$ cat src/hw/rtl/wsrm_pkg.sv
// wsrm_pkg: shared types and constants for the wildcard/star regex matcher.
// No dependencies; used by wsrm_ctrl, wsrm_datapath and the top level.

package wsrm_pkg;

    localparam int unsigned MAX_PATTERN_DEF = 32;   // default pattern positions
    localparam int unsigned CFG_DATA_W      = 64;   // widest configuration register
    localparam int unsigned CFG_IDX_W       = 3;    // five registers
    localparam int unsigned LEN_CFG_W       = 6;    // stored pattern_length width
    localparam int unsigned NUM_WORDS       = 4;    // pattern words of eight bytes

    localparam logic [7:0] STAR_CHAR = 8'h2A;
    localparam logic [7:0] DOT_CHAR  = 8'h2E;

    // configuration register indexes
    localparam logic [CFG_IDX_W-1:0] CFG_PAT_0_7   = 3'd0;
    localparam logic [CFG_IDX_W-1:0] CFG_PAT_8_15  = 3'd1;
    localparam logic [CFG_IDX_W-1:0] CFG_PAT_16_23 = 3'd2;
    localparam logic [CFG_IDX_W-1:0] CFG_PAT_24_31 = 3'd3;
    localparam logic [CFG_IDX_W-1:0] CFG_LENGTH    = 3'd4;

    typedef enum logic [0:0] {
        ST_IDLE,
        ST_CLOSE
    } state_t;

    // controller -> datapath
    typedef struct packed {
        logic load;        // take the input beat: restart set or byte advance
        logic close_step;  // apply one parallel closure step
        logic capture;     // register the full-match result
    } cmd_t;

    // datapath -> controller
    typedef struct packed {
        logic changed;     // a closure step would change the position set
    } status_t;

endpackage

$ cat src/hw/rtl/wsrm_ctrl.sv
// wsrm_ctrl: sequencer for the regex matcher (accept, closure loop, result hand-off).
// Depends on wsrm_pkg.

module wsrm_ctrl
(
    input  logic              clk,
    input  logic              rst_n,
    input  logic              in_valid,
    output logic              in_ready,
    output logic              out_valid,
    input  logic              out_ready,
    input  wsrm_pkg::status_t status,
    output wsrm_pkg::cmd_t    cmd
);

    wsrm_pkg::state_t state_reg;
    wsrm_pkg::state_t state_next;
    logic             out_valid_reg;
    logic             out_valid_next;
    logic             out_free;

    assign out_free = !out_valid_reg || out_ready;

    always_ff @(posedge clk or negedge rst_n)
    begin
        if (!rst_n)
        begin
            state_reg     <= wsrm_pkg::ST_IDLE;
            out_valid_reg <= 1'b0;
        end
        else
        begin
            state_reg     <= state_next;
            out_valid_reg <= out_valid_next;
        end
    end

    always_comb
    begin
        state_next = state_reg;
        unique case (state_reg)
            wsrm_pkg::ST_IDLE:
            begin
                if (in_valid)
                    state_next = wsrm_pkg::ST_CLOSE;
            end
            wsrm_pkg::ST_CLOSE:
            begin
                if (!status.changed && out_free)
                    state_next = wsrm_pkg::ST_IDLE;
            end
            default:
                state_next = wsrm_pkg::ST_IDLE;
        endcase
    end

    always_comb
    begin
        cmd      = '0;
        in_ready = 1'b0;
        unique case (state_reg)
            wsrm_pkg::ST_IDLE:
            begin
                in_ready = 1'b1;
                cmd.load = in_valid;
            end
            wsrm_pkg::ST_CLOSE:
            begin
                // closure settled: hand result over once the output slot is free
                cmd.close_step = status.changed;
                cmd.capture    = !status.changed && out_free;
            end
            default:
            begin
                cmd      = '0;
                in_ready = 1'b0;
            end
        endcase
    end

    always_comb
    begin
        if (cmd.capture)
            out_valid_next = 1'b1;
        else if (out_ready)
            out_valid_next = 1'b0;
        else
            out_valid_next = out_valid_reg;
    end

    assign out_valid = out_valid_reg;

endmodule

$ cat src/hw/rtl/wsrm_datapath.sv
// wsrm_datapath: pattern registers, position vector, byte advance and closure step.
// Depends on wsrm_pkg.

module wsrm_datapath
#(
    parameter int unsigned MAX_PATTERN = wsrm_pkg::MAX_PATTERN_DEF
)
(
    input  logic                                 clk,
    input  logic                                 rst_n,
    input  logic                                 cfg_we,
    input  logic [wsrm_pkg::CFG_IDX_W-1:0]       cfg_index,
    input  logic [wsrm_pkg::CFG_DATA_W-1:0]      cfg_data,
    input  logic                                 mode,
    input  logic [7:0]                           text_byte,
    input  wsrm_pkg::cmd_t                       cmd,
    output wsrm_pkg::status_t                    status,
    output logic                                 full_match
);

    localparam int unsigned NPOS  = MAX_PATTERN + 1;
    localparam int unsigned LEN_W = $clog2(MAX_PATTERN + 1);

    logic [wsrm_pkg::CFG_DATA_W-1:0] pat_word_reg [wsrm_pkg::NUM_WORDS];
    logic [wsrm_pkg::LEN_CFG_W-1:0]  len_cfg_reg;
    logic [NPOS-1:0]                 active_reg;
    logic [NPOS-1:0]                 active_next;
    logic                            match_reg;

    logic [wsrm_pkg::NUM_WORDS*wsrm_pkg::CFG_DATA_W-1:0] pat_flat;
    logic [LEN_W-1:0]  len_sat;
    logic [NPOS-1:0]   pos_mask;
    logic [NPOS-1:0]   advanced;
    logic [NPOS-1:0]   expanded;
    logic [MAX_PATTERN-1:0] is_star;
    logic [MAX_PATTERN-1:0] moves;

    assign pat_flat = {pat_word_reg[3], pat_word_reg[2], pat_word_reg[1], pat_word_reg[0]};

    // lengths above MAX_PATTERN saturate
    assign len_sat = (len_cfg_reg > wsrm_pkg::LEN_CFG_W'(MAX_PATTERN))
                   ? LEN_W'(MAX_PATTERN) : LEN_W'(len_cfg_reg);

    genvar k;
    generate
        for (k = 0; k < NPOS; k++)
        begin : g_mask
            assign pos_mask[k] = (LEN_W'(k) <= len_sat);
        end

        for (k = 0; k < MAX_PATTERN; k++)
        begin : g_pos
            logic [7:0] pc;
            logic       in_use;
            assign pc         = pat_flat[8*k +: 8];
            assign in_use     = (LEN_W'(k) < len_sat);
            assign is_star[k] = in_use && (pc == wsrm_pkg::STAR_CHAR);
            // a '*' never consumes a byte
            assign moves[k]   = in_use && (pc != wsrm_pkg::STAR_CHAR)
                              && ((pc == text_byte) || (pc == wsrm_pkg::DOT_CHAR));
        end

        assign advanced[0] = 1'b0;
        for (k = 1; k < NPOS; k++)
        begin : g_adv
            assign advanced[k] = active_reg[k-1] && pos_mask[k-1] && moves[k-1];
        end

        // one parallel empty-move step: star i links i-1 <-> i and i -> i+1
        for (k = 0; k < NPOS; k++)
        begin : g_exp
            logic from_left;
            logic from_right;
            if (k == 0)
            begin : g_first
                assign from_left = 1'b0;
            end
            else if (k < MAX_PATTERN)
            begin : g_mid
                assign from_left = (is_star[k-1] && active_reg[k-1])
                                 || (is_star[k] && active_reg[k-1]);
            end
            else
            begin : g_last
                assign from_left = is_star[k-1] && active_reg[k-1];
            end
            if (k + 1 < MAX_PATTERN && k + 1 > 0)
            begin : g_back
                assign from_right = is_star[k+1] && active_reg[k+1];
            end
            else
            begin : g_noback
                assign from_right = 1'b0;
            end
            assign expanded[k] = (active_reg[k] || from_left || from_right) && pos_mask[k];
        end
    endgenerate

    always_comb
    begin
        active_next = active_reg;
        if (cmd.load)
        begin
            if (mode)
                active_next = NPOS'(1);
            else
                active_next = advanced;
        end
        else if (cmd.close_step)
        begin
            active_next = expanded;
        end
    end

    assign status.changed = (expanded != active_reg);

    always_ff @(posedge clk or negedge rst_n)
    begin
        if (!rst_n)
        begin
            for (int w = 0; w < wsrm_pkg::NUM_WORDS; w++)
                pat_word_reg[w] <= '0;
            len_cfg_reg <= '0;
            active_reg  <= '0;
        end
        else
        begin
            active_reg <= active_next;
            if (cfg_we)
            begin
                unique case (cfg_index)
                    wsrm_pkg::CFG_PAT_0_7:   pat_word_reg[0] <= cfg_data;
                    wsrm_pkg::CFG_PAT_8_15:  pat_word_reg[1] <= cfg_data;
                    wsrm_pkg::CFG_PAT_16_23: pat_word_reg[2] <= cfg_data;
                    wsrm_pkg::CFG_PAT_24_31: pat_word_reg[3] <= cfg_data;
                    wsrm_pkg::CFG_LENGTH:
                        len_cfg_reg <= cfg_data[wsrm_pkg::LEN_CFG_W-1:0];
                    default: ;
                endcase
            end
        end
    end

    always_ff @(posedge clk)
    begin
        if (cmd.capture)
            match_reg <= active_reg[len_sat];
    end

    assign full_match = match_reg;

endmodule

$ cat src/hw/rtl/wildcard_star_regex_matcher.sv
// wildcard_star_regex_matcher: top level of the literal / '.' / '*' regex matcher.
// Depends on wsrm_pkg, wsrm_ctrl and wsrm_datapath.
//
// Usage:
//   Input stream (s_axis_*): one beat per text item. tuser = mode (1 restarts at
//   the start closure, 0 consumes tdata as a text byte; tdata ignored on restart).
//   Output stream (m_axis_*): one beat per input beat, tdata bit 0 = full_match,
//   1 when the text since the last restart matches the whole pattern.
//   Config port: cfg_we/cfg_index/cfg_data; index 0..3 load pattern bytes 0-7,
//   8-15, 16-23, 24-31 (lowest byte first), index 4 loads pattern_length.
//   Write only while no beat is in flight.
// Timing:
//   One beat in work at a time. After acceptance the position vector is loaded in
//   the same edge, then the empty-move closure is iterated, one parallel step per
//   cycle, until nothing changes. The next beat is accepted in the cycle after the
//   result is registered.
// Reset: pattern and length clear, no position active (full_match 0 before any
//   restart), output empty.
// Stall: a pending result sits in the output register while the next beat is
//   accepted; a second result waits in the closure loop until the slot frees.

module wildcard_star_regex_matcher
#(
    parameter int unsigned MAX_PATTERN = wsrm_pkg::MAX_PATTERN_DEF
)
(
    input  logic                               clk,
    input  logic                               rst_n,
    input  logic                               cfg_we,
    input  logic [wsrm_pkg::CFG_IDX_W-1:0]     cfg_index,
    input  logic [wsrm_pkg::CFG_DATA_W-1:0]    cfg_data,
    input  logic                               s_axis_tvalid,
    output logic                               s_axis_tready,
    input  logic [7:0]                         s_axis_tdata,  // [7:0] text_byte
    input  logic                               s_axis_tuser,  // [0] mode
    output logic                               m_axis_tvalid,
    input  logic                               m_axis_tready,
    output logic [7:0]                         m_axis_tdata   // [0] full_match, [7:1] zero
);

    wsrm_pkg::cmd_t    cmd;
    wsrm_pkg::status_t status;
    logic              full_match;

    wsrm_ctrl u_ctrl
    (
        .clk       (clk),
        .rst_n     (rst_n),
        .in_valid  (s_axis_tvalid),
        .in_ready  (s_axis_tready),
        .out_valid (m_axis_tvalid),
        .out_ready (m_axis_tready),
        .status    (status),
        .cmd       (cmd)
    );

    wsrm_datapath #(
        .MAX_PATTERN (MAX_PATTERN)
    ) u_datapath
    (
        .clk        (clk),
        .rst_n      (rst_n),
        .cfg_we     (cfg_we),
        .cfg_index  (cfg_index),
        .cfg_data   (cfg_data),
        .mode       (s_axis_tuser),
        .text_byte  (s_axis_tdata),
        .cmd        (cmd),
        .status     (status),
        .full_match (full_match)
    );

    assign m_axis_tdata = {7'd0, full_match};

    // one beat in work: no acceptance right after one
    a_one_in_flight: assert property (@(posedge clk) disable iff (!rst_n)
        (s_axis_tvalid && s_axis_tready) |=> !s_axis_tready)
        else $error("input accepted while a beat is in work");

    // a captured result is presented next cycle
    a_capture_shows: assert property (@(posedge clk) disable iff (!rst_n)
        cmd.capture |=> m_axis_tvalid)
        else $error("captured result not presented");

    // capture only once the closure has settled, never together with a load
    a_capture_settled: assert property (@(posedge clk) disable iff (!rst_n)
        cmd.capture |-> (!status.changed && !cmd.load && !cmd.close_step))
        else $error("result captured before closure settled");

    // output slot never overwritten while a result is stalled
    a_no_overwrite: assert property (@(posedge clk) disable iff (!rst_n)
        (m_axis_tvalid && !m_axis_tready) |-> !cmd.capture)
        else $error("pending result overwritten");

endmodule

$ cat config.mk
export PLATFORM = sky130hd
export DESIGN_NAME = wildcard_star_regex_matcher
export DESIGN_NICKNAME = d
export VERILOG_FILES = /design/src/hw/rtl/wsrm_pkg.sv /design/src/hw/rtl/wsrm_ctrl.sv /design/src/hw/rtl/wsrm_datapath.sv /design/src/hw/rtl/wildcard_star_regex_matcher.sv
export SDC_FILE = /design/constraint.sdc
export NUM_CORES = 1
export LEC_CHECK = 0
export ABC_AREA = 1
export BUFFER_PORTS_ARGS = -buffer_cell sky130_fd_sc_hd__buf_4
export CELL_PAD_IN_SITES_DETAIL_PLACEMENT = 1
export CELL_PAD_IN_SITES_GLOBAL_PLACEMENT = 1
export CORE_ASPECT_RATIO = 1.75
export CORE_UTILIZATION = 35
export DETAILED_ROUTE_END_ITERATION = 6
export PLACE_DENSITY_LB_ADDON = 0.1
export SYNTH_ARGS = -nofsm -noshare
export SYNTH_HDL_FRONTEND = slang
export SYNTH_HIERARCHICAL = 1
export SYNTH_SLANG_ARGS = --single-unit
$ cat constraint.sdc
create_clock -name clk -period 3 [get_ports clk]
set_input_delay 0.75 -clock clk [delete_from_list [all_inputs] [get_ports clk]]
set_output_delay 0.75 -clock clk [all_outputs]
set_load 0.01 [all_outputs]
# After elaboration in Yosys (flattened, before gate mapping)
# Index checks and enable logic that the tools add are counted.
# totals
register_bits	298
in_bits	81
wordCells	618
# classes
magnitude_cmp	67
n_eq_ne	133
n_mux	14
bitwise_logic	1
n_reduce_logical	394
# op_table
operator	count
$eq 8x6->1 const B	64
$logic_and 1x1->1	257
$eq 8x8->1	32
$ne 8x6->1 const B	32
$logic_or 1x1->1	127
$mux 33	3
$le 5x6->1 const A	16
$lt 5x6->1 const A	16
$le 4x6->1 const A	8
$lt 4x6->1 const A	8
$ne 33x33->1	1
$le 3x6->1 const A	4
$lt 3x6->1 const A	4
$le 1x6->1 const A	2
$le 2x6->1 const A	2
$lt 1x6->1 const A	2
$lt 2x6->1 const A	2
$reduce_and 2->1	5
$lt 6x7->1 const B	1
$mux 1	7
$bmux 1 s6	1
$eq 3x2->1 const B	2
$gt 6x6->1 const B	1
$le 6x6->1 const A	1
other kinds (9)	11

# Depth between registers and ports, before layout
# depth
ltp_word	15
mapped_depth	23
depth_no_buf	22

# Hierarchy
# Netlist, hierarchy kept.
# by_module_without_submodules
module	n_inst	cells_per_inst	area_each_um2	seq_area_each_um2
wsrm_datapath	1	2484	17855.9	7412.1
wsrm_ctrl	1	15	110.1	50.0
wildcard_star_regex_matcher	1	9	63.8	0.0

# Least setup slack after synthesis
# Ideal clock, no wire load.
# synth_path
path_type	register to register
startpoint	reg u_datapath/len_cfg_reg[4] (netlist bit)
endpoint	reg u_datapath.active_reg[11]
setup_time_ps	82
arrival_ps	2694
required_time_ps	2918
path_slack_ps	224
path_stages_with_launch	21
n_path_buf	3
synth_period_minus_slack_ps	2776
path_cell_list	dfrtp_1 > inv_4 > nand2_8 > inv_6 > buf_6 > nand3_2 > nand3_1 > nand3_1 > o21ai_1 > nand2_1 > nor2_1 > nand3_1 > nor2_1 > nand2_1 > nand2_1 > inv_1 > nor2_1 > inv_2 > clkbuf_1 > clkbuf_1 > a31oi_1
# synth_lines
item	line	rtl
from (decl)	wsrm_datapath.sv:25	logic [wsrm_pkg::LEN_CFG_W-1:0] len_cfg_reg;
from (signal assigned)	wsrm_datapath.sv:137	len_cfg_reg <= cfg_data[wsrm_pkg::LEN_CFG_W-1:0];
to (signal assigned)	wsrm_datapath.sv:128	active_reg <= active_next;
to (decl)	wsrm_datapath.sv:26	logic [NPOS-1:0] active_reg;

==> impl_metrics.toml <==
[outcome]
status = "completed"

[detailed_routing]
drt-met1-wl_mm = 30.6
vias_per_cell = 5.31
num_vias = 17984
wl_met2_mm = 40.3
wl_met3_mm = 2.05
wirelength_mm = 77.3
firstDrtPassIters = 5
routedWlPerCell_um = 22.8
antenna_left = 0
drtIter0Drc = 943
highest_layer = "met4"
remaining_drc_errors = 0

[critical_path]
cp_max_fo = 34
required_ns = 3.40
critPathCaptureType = "register"
path_buf_inv = 6
critPathMaxStageDelay_ns = 0.42
cpMostUsedCell = "nand2_1"
critPathTopFamily = "simple AND/OR/NAND/NOR gates"
path_cells = "inv_4 -> buf_4 -> nor2_8 -> nand3_4 -> nand2_8 -> inv_2 -> nand4_1 -> nand2_1 -> o21ai_1 -> nand2_1 -> nor2_2 -> nand2_1 -> nor2_1 -> nand2_1 -> nand2_1 -> inv_1 -> nor2_2 -> inv_2 -> buf_12 -> nor2_2 -> a31oi_1"
reg2reg_slack_ns = 0.1
criticalPathCategory = "register to register"
slowest_stage = "dfrtp_2"
arrival_ns = 3.30
cp-start-kind = "register"

[yosys]
synth-seq-cells = 298
netlist_area_um2 = 18000
syn_area_per_cell_um2 = 7.19
synthXorXnorAreaFrac_pct = 7.14
syn_inst = 2508
yosys_most_used_dff = "dfrtp_1"
synthMuxAreaShare_pct = 0
synth_edf_count = 1
synth-simple-area-share_pct = 30.7
synth_top_family_by_area = "simple AND/OR/NAND/NOR gates"
yosysSeqAreaShare_pct = 41.4
synthDistinctLibCells = 49
yosysWarnings = 6
synth_compound_area_share_pct = 12.0
synthArstFlopShare_pct = 99.7
synthAdderAreaFrac_pct = 0

[global_routing]
grt_pass1_vias = 19388
grt_overflow = 0
grt_use_total_pct = 30.0
grt_antenna_before_repair = 0
grt_max_degree = 129
grt_pass1_wl_mm = 118

[cells_and_area]
largest_reg_flops = 256
mostFrequentLayoutCells = "632 x nand2_1, 295 x o21ai_0, 292 x dfrtp_1"
fin_cells = 3386
insertedDiodeCount = 0
drive_gt1_share_pct = 15.8
fin_area_um2 = 22000
syn2layout_area_growth_pct = 22.2
fill_cells = 6451
layout.nets = 2777
final_common_cell = "nand2_1"

[power]
p_leak_nw = 10.5
power_mw = 15.1
vdd_ir_drop_max_uv = 416
power_density_nw_per_um2 = 687

[clock_tree]
h-tree-depth = 2
cts.path.max_buffers = 3
cts_root_buf = "clkbuf_16"
cts_tree = "done"
cts_made_buffers = 35
cts.sinks = 298
worstSkewPairLatency_ns = 0.54
path_clk_slew_ns = 0.06

[floorplanning]
rows = 109
dieArea_um2 = 52500
die_h_um = 302
ioPinCount = 91
initial_core_util_pct = 35.5
core_area_um2 = 50700
die_x_um = 174

[timing]
hold_ws_ns = 0.213
max_freq_mhz = 345
drv_slew = 0
setup_tns_ns = 0
relSlewSlack_pct = 34.8
min_period_over_period_pct = 96.8
fin_skew_ns = 0.0248
hold_violations = 0
worst_pin_slew_ns = 0.953
setup_viol = 0
grt_setup_unrepaired = "yes"
finalCriticalPeriod_ns = 2.90

[placement]
gp_congestion = 0.997
numPortBuffers = 83
placed_cells = 3316
place_hpwl_mm = 58.5
placed_area_um2 = 20500

[job]
drv_cap = 0

[hold_path]
hold_class = "primary input to asynchronous set/reset pin"
==> synth_stat cells, types with 2 or more instances <==
cell type	n	area [um2]
nand2_1	638	2390
dfrtp_1	297	7430
o21ai_0	295	1480
inv_1	259	972
nor2_1	238	893
nand3_1	187	936
nand4_1	104	651
xnor2_1	87	762
clkbuf_1	80	300
xor2_1	60	526
nor3_1	38	190
a21oi_1	28	140
a31oi_1	27	169
buf_2	23	115
or2_2	22	138
nand3b_1	16	120
buf_4	12	90.1
inv_2	10	37.5
o22ai_1	10	62.6
o21ai_2	9	78.8
buf_1	7	26.3
o211ai_1	5	37.5
o21ai_1	5	25.0
o31ai_1	5	37.5
a21oi_2	4	35.0
nand3_2	4	40.0
nor3b_1	4	30.0
and2_1	3	18.8
nand2_2	3	18.8
nor2_2	3	18.8
o221ai_1	3	26.3
buf_6	2	22.5
inv_4	2	12.5
o2111ai_1	2	17.5
o32ai_1	2	17.5
==> metal layers <==
layer  vias to the layer above  track usage (%)
met5                         -                0
met4                         0             16.1
met3                       193             2.58
met2                       366             55.6
met1                      8916             33.9
li1                       8509                -
==> per-stage QoR <==
step	util (%)	setup WS [ns]
2_1_floorplan	-	0.224
3_3_place_gp	40.5	-0.233
3_5_place_dp	40.5	-0.217
4_1_cts	42.9	0.00407
5_1_grt	43.4	-0.0487
6_report	43.4	0.0973
==> power breakdown <==
group	total, mW	internal [mW]	switching (mW)
sequential	5.77	4.83	0.943
clock	4.48	2.68	1.80
combinational	4.90	1.98	2.92
==> final cells by class <==
type                            instances  area, um2  share of cell area [%]
Clock buffer                           52       1050                    4.78
Clock inverter                          9        124                   0.562
Inverter                              272       1030                    4.69
Multi-Input combinational cell       1820       9250                    42.0
Sequential cell                       298       7470                    33.9
Tap cell                              666        833                    3.78
Timing Repair Buffer                  268       2260                    10.3
Timing Repair inverter                  1       8.76                  0.0398
==> timing repair <==
| item | CTS | global route |
|---|---|---|
| setup endpoints to repair | 34 | 35 |
| hold buffers | 0 | 0 |
| cloned | 0 | 1 |
| buffers inserted | 0 | 8 |
| pin swaps | 3 | 16 |
| resized for setup | 12 | 53 |
==> cell families (layout without fill, tap and decap cells) <==
logic type      count (synthesis)  in the layout
compound gates                400            400
xor+xnor                      147            147
buf+inv                       396            602
flops                         298            298
other cells                     1              7
simple gates                 1266           1266
==> worst reg2reg max path: cells and delay by family, from the launching register on <==
kind            cells  cell delay (ns)
simple gates       13             1.58
compound gates      2             0.17
buf+inv             6             0.62
flops               1             0.42
==> worst paths after layout <==
path / from / end / cells after the start
min reg2reg: u_datapath/g_pos[15].pc[4] / u_datapath/g_pos[15].pc[4] / 2
max: u_datapath/len_cfg_reg[4] / u_datapath/active_reg[1] / 21
min in group clk: u_datapath/g_pos[15].pc[4] / u_datapath/g_pos[15].pc[4] / 2
max reg2reg: u_datapath/len_cfg_reg[4] / u_datapath/active_reg[1] / 21
max in group asynchronous: rst_n / u_datapath/g_pos[22].pc[5] / 3
min: rst_n / u_datapath/g_pos[23].pc[5] / 1
(Power assumes the default switching activity.)
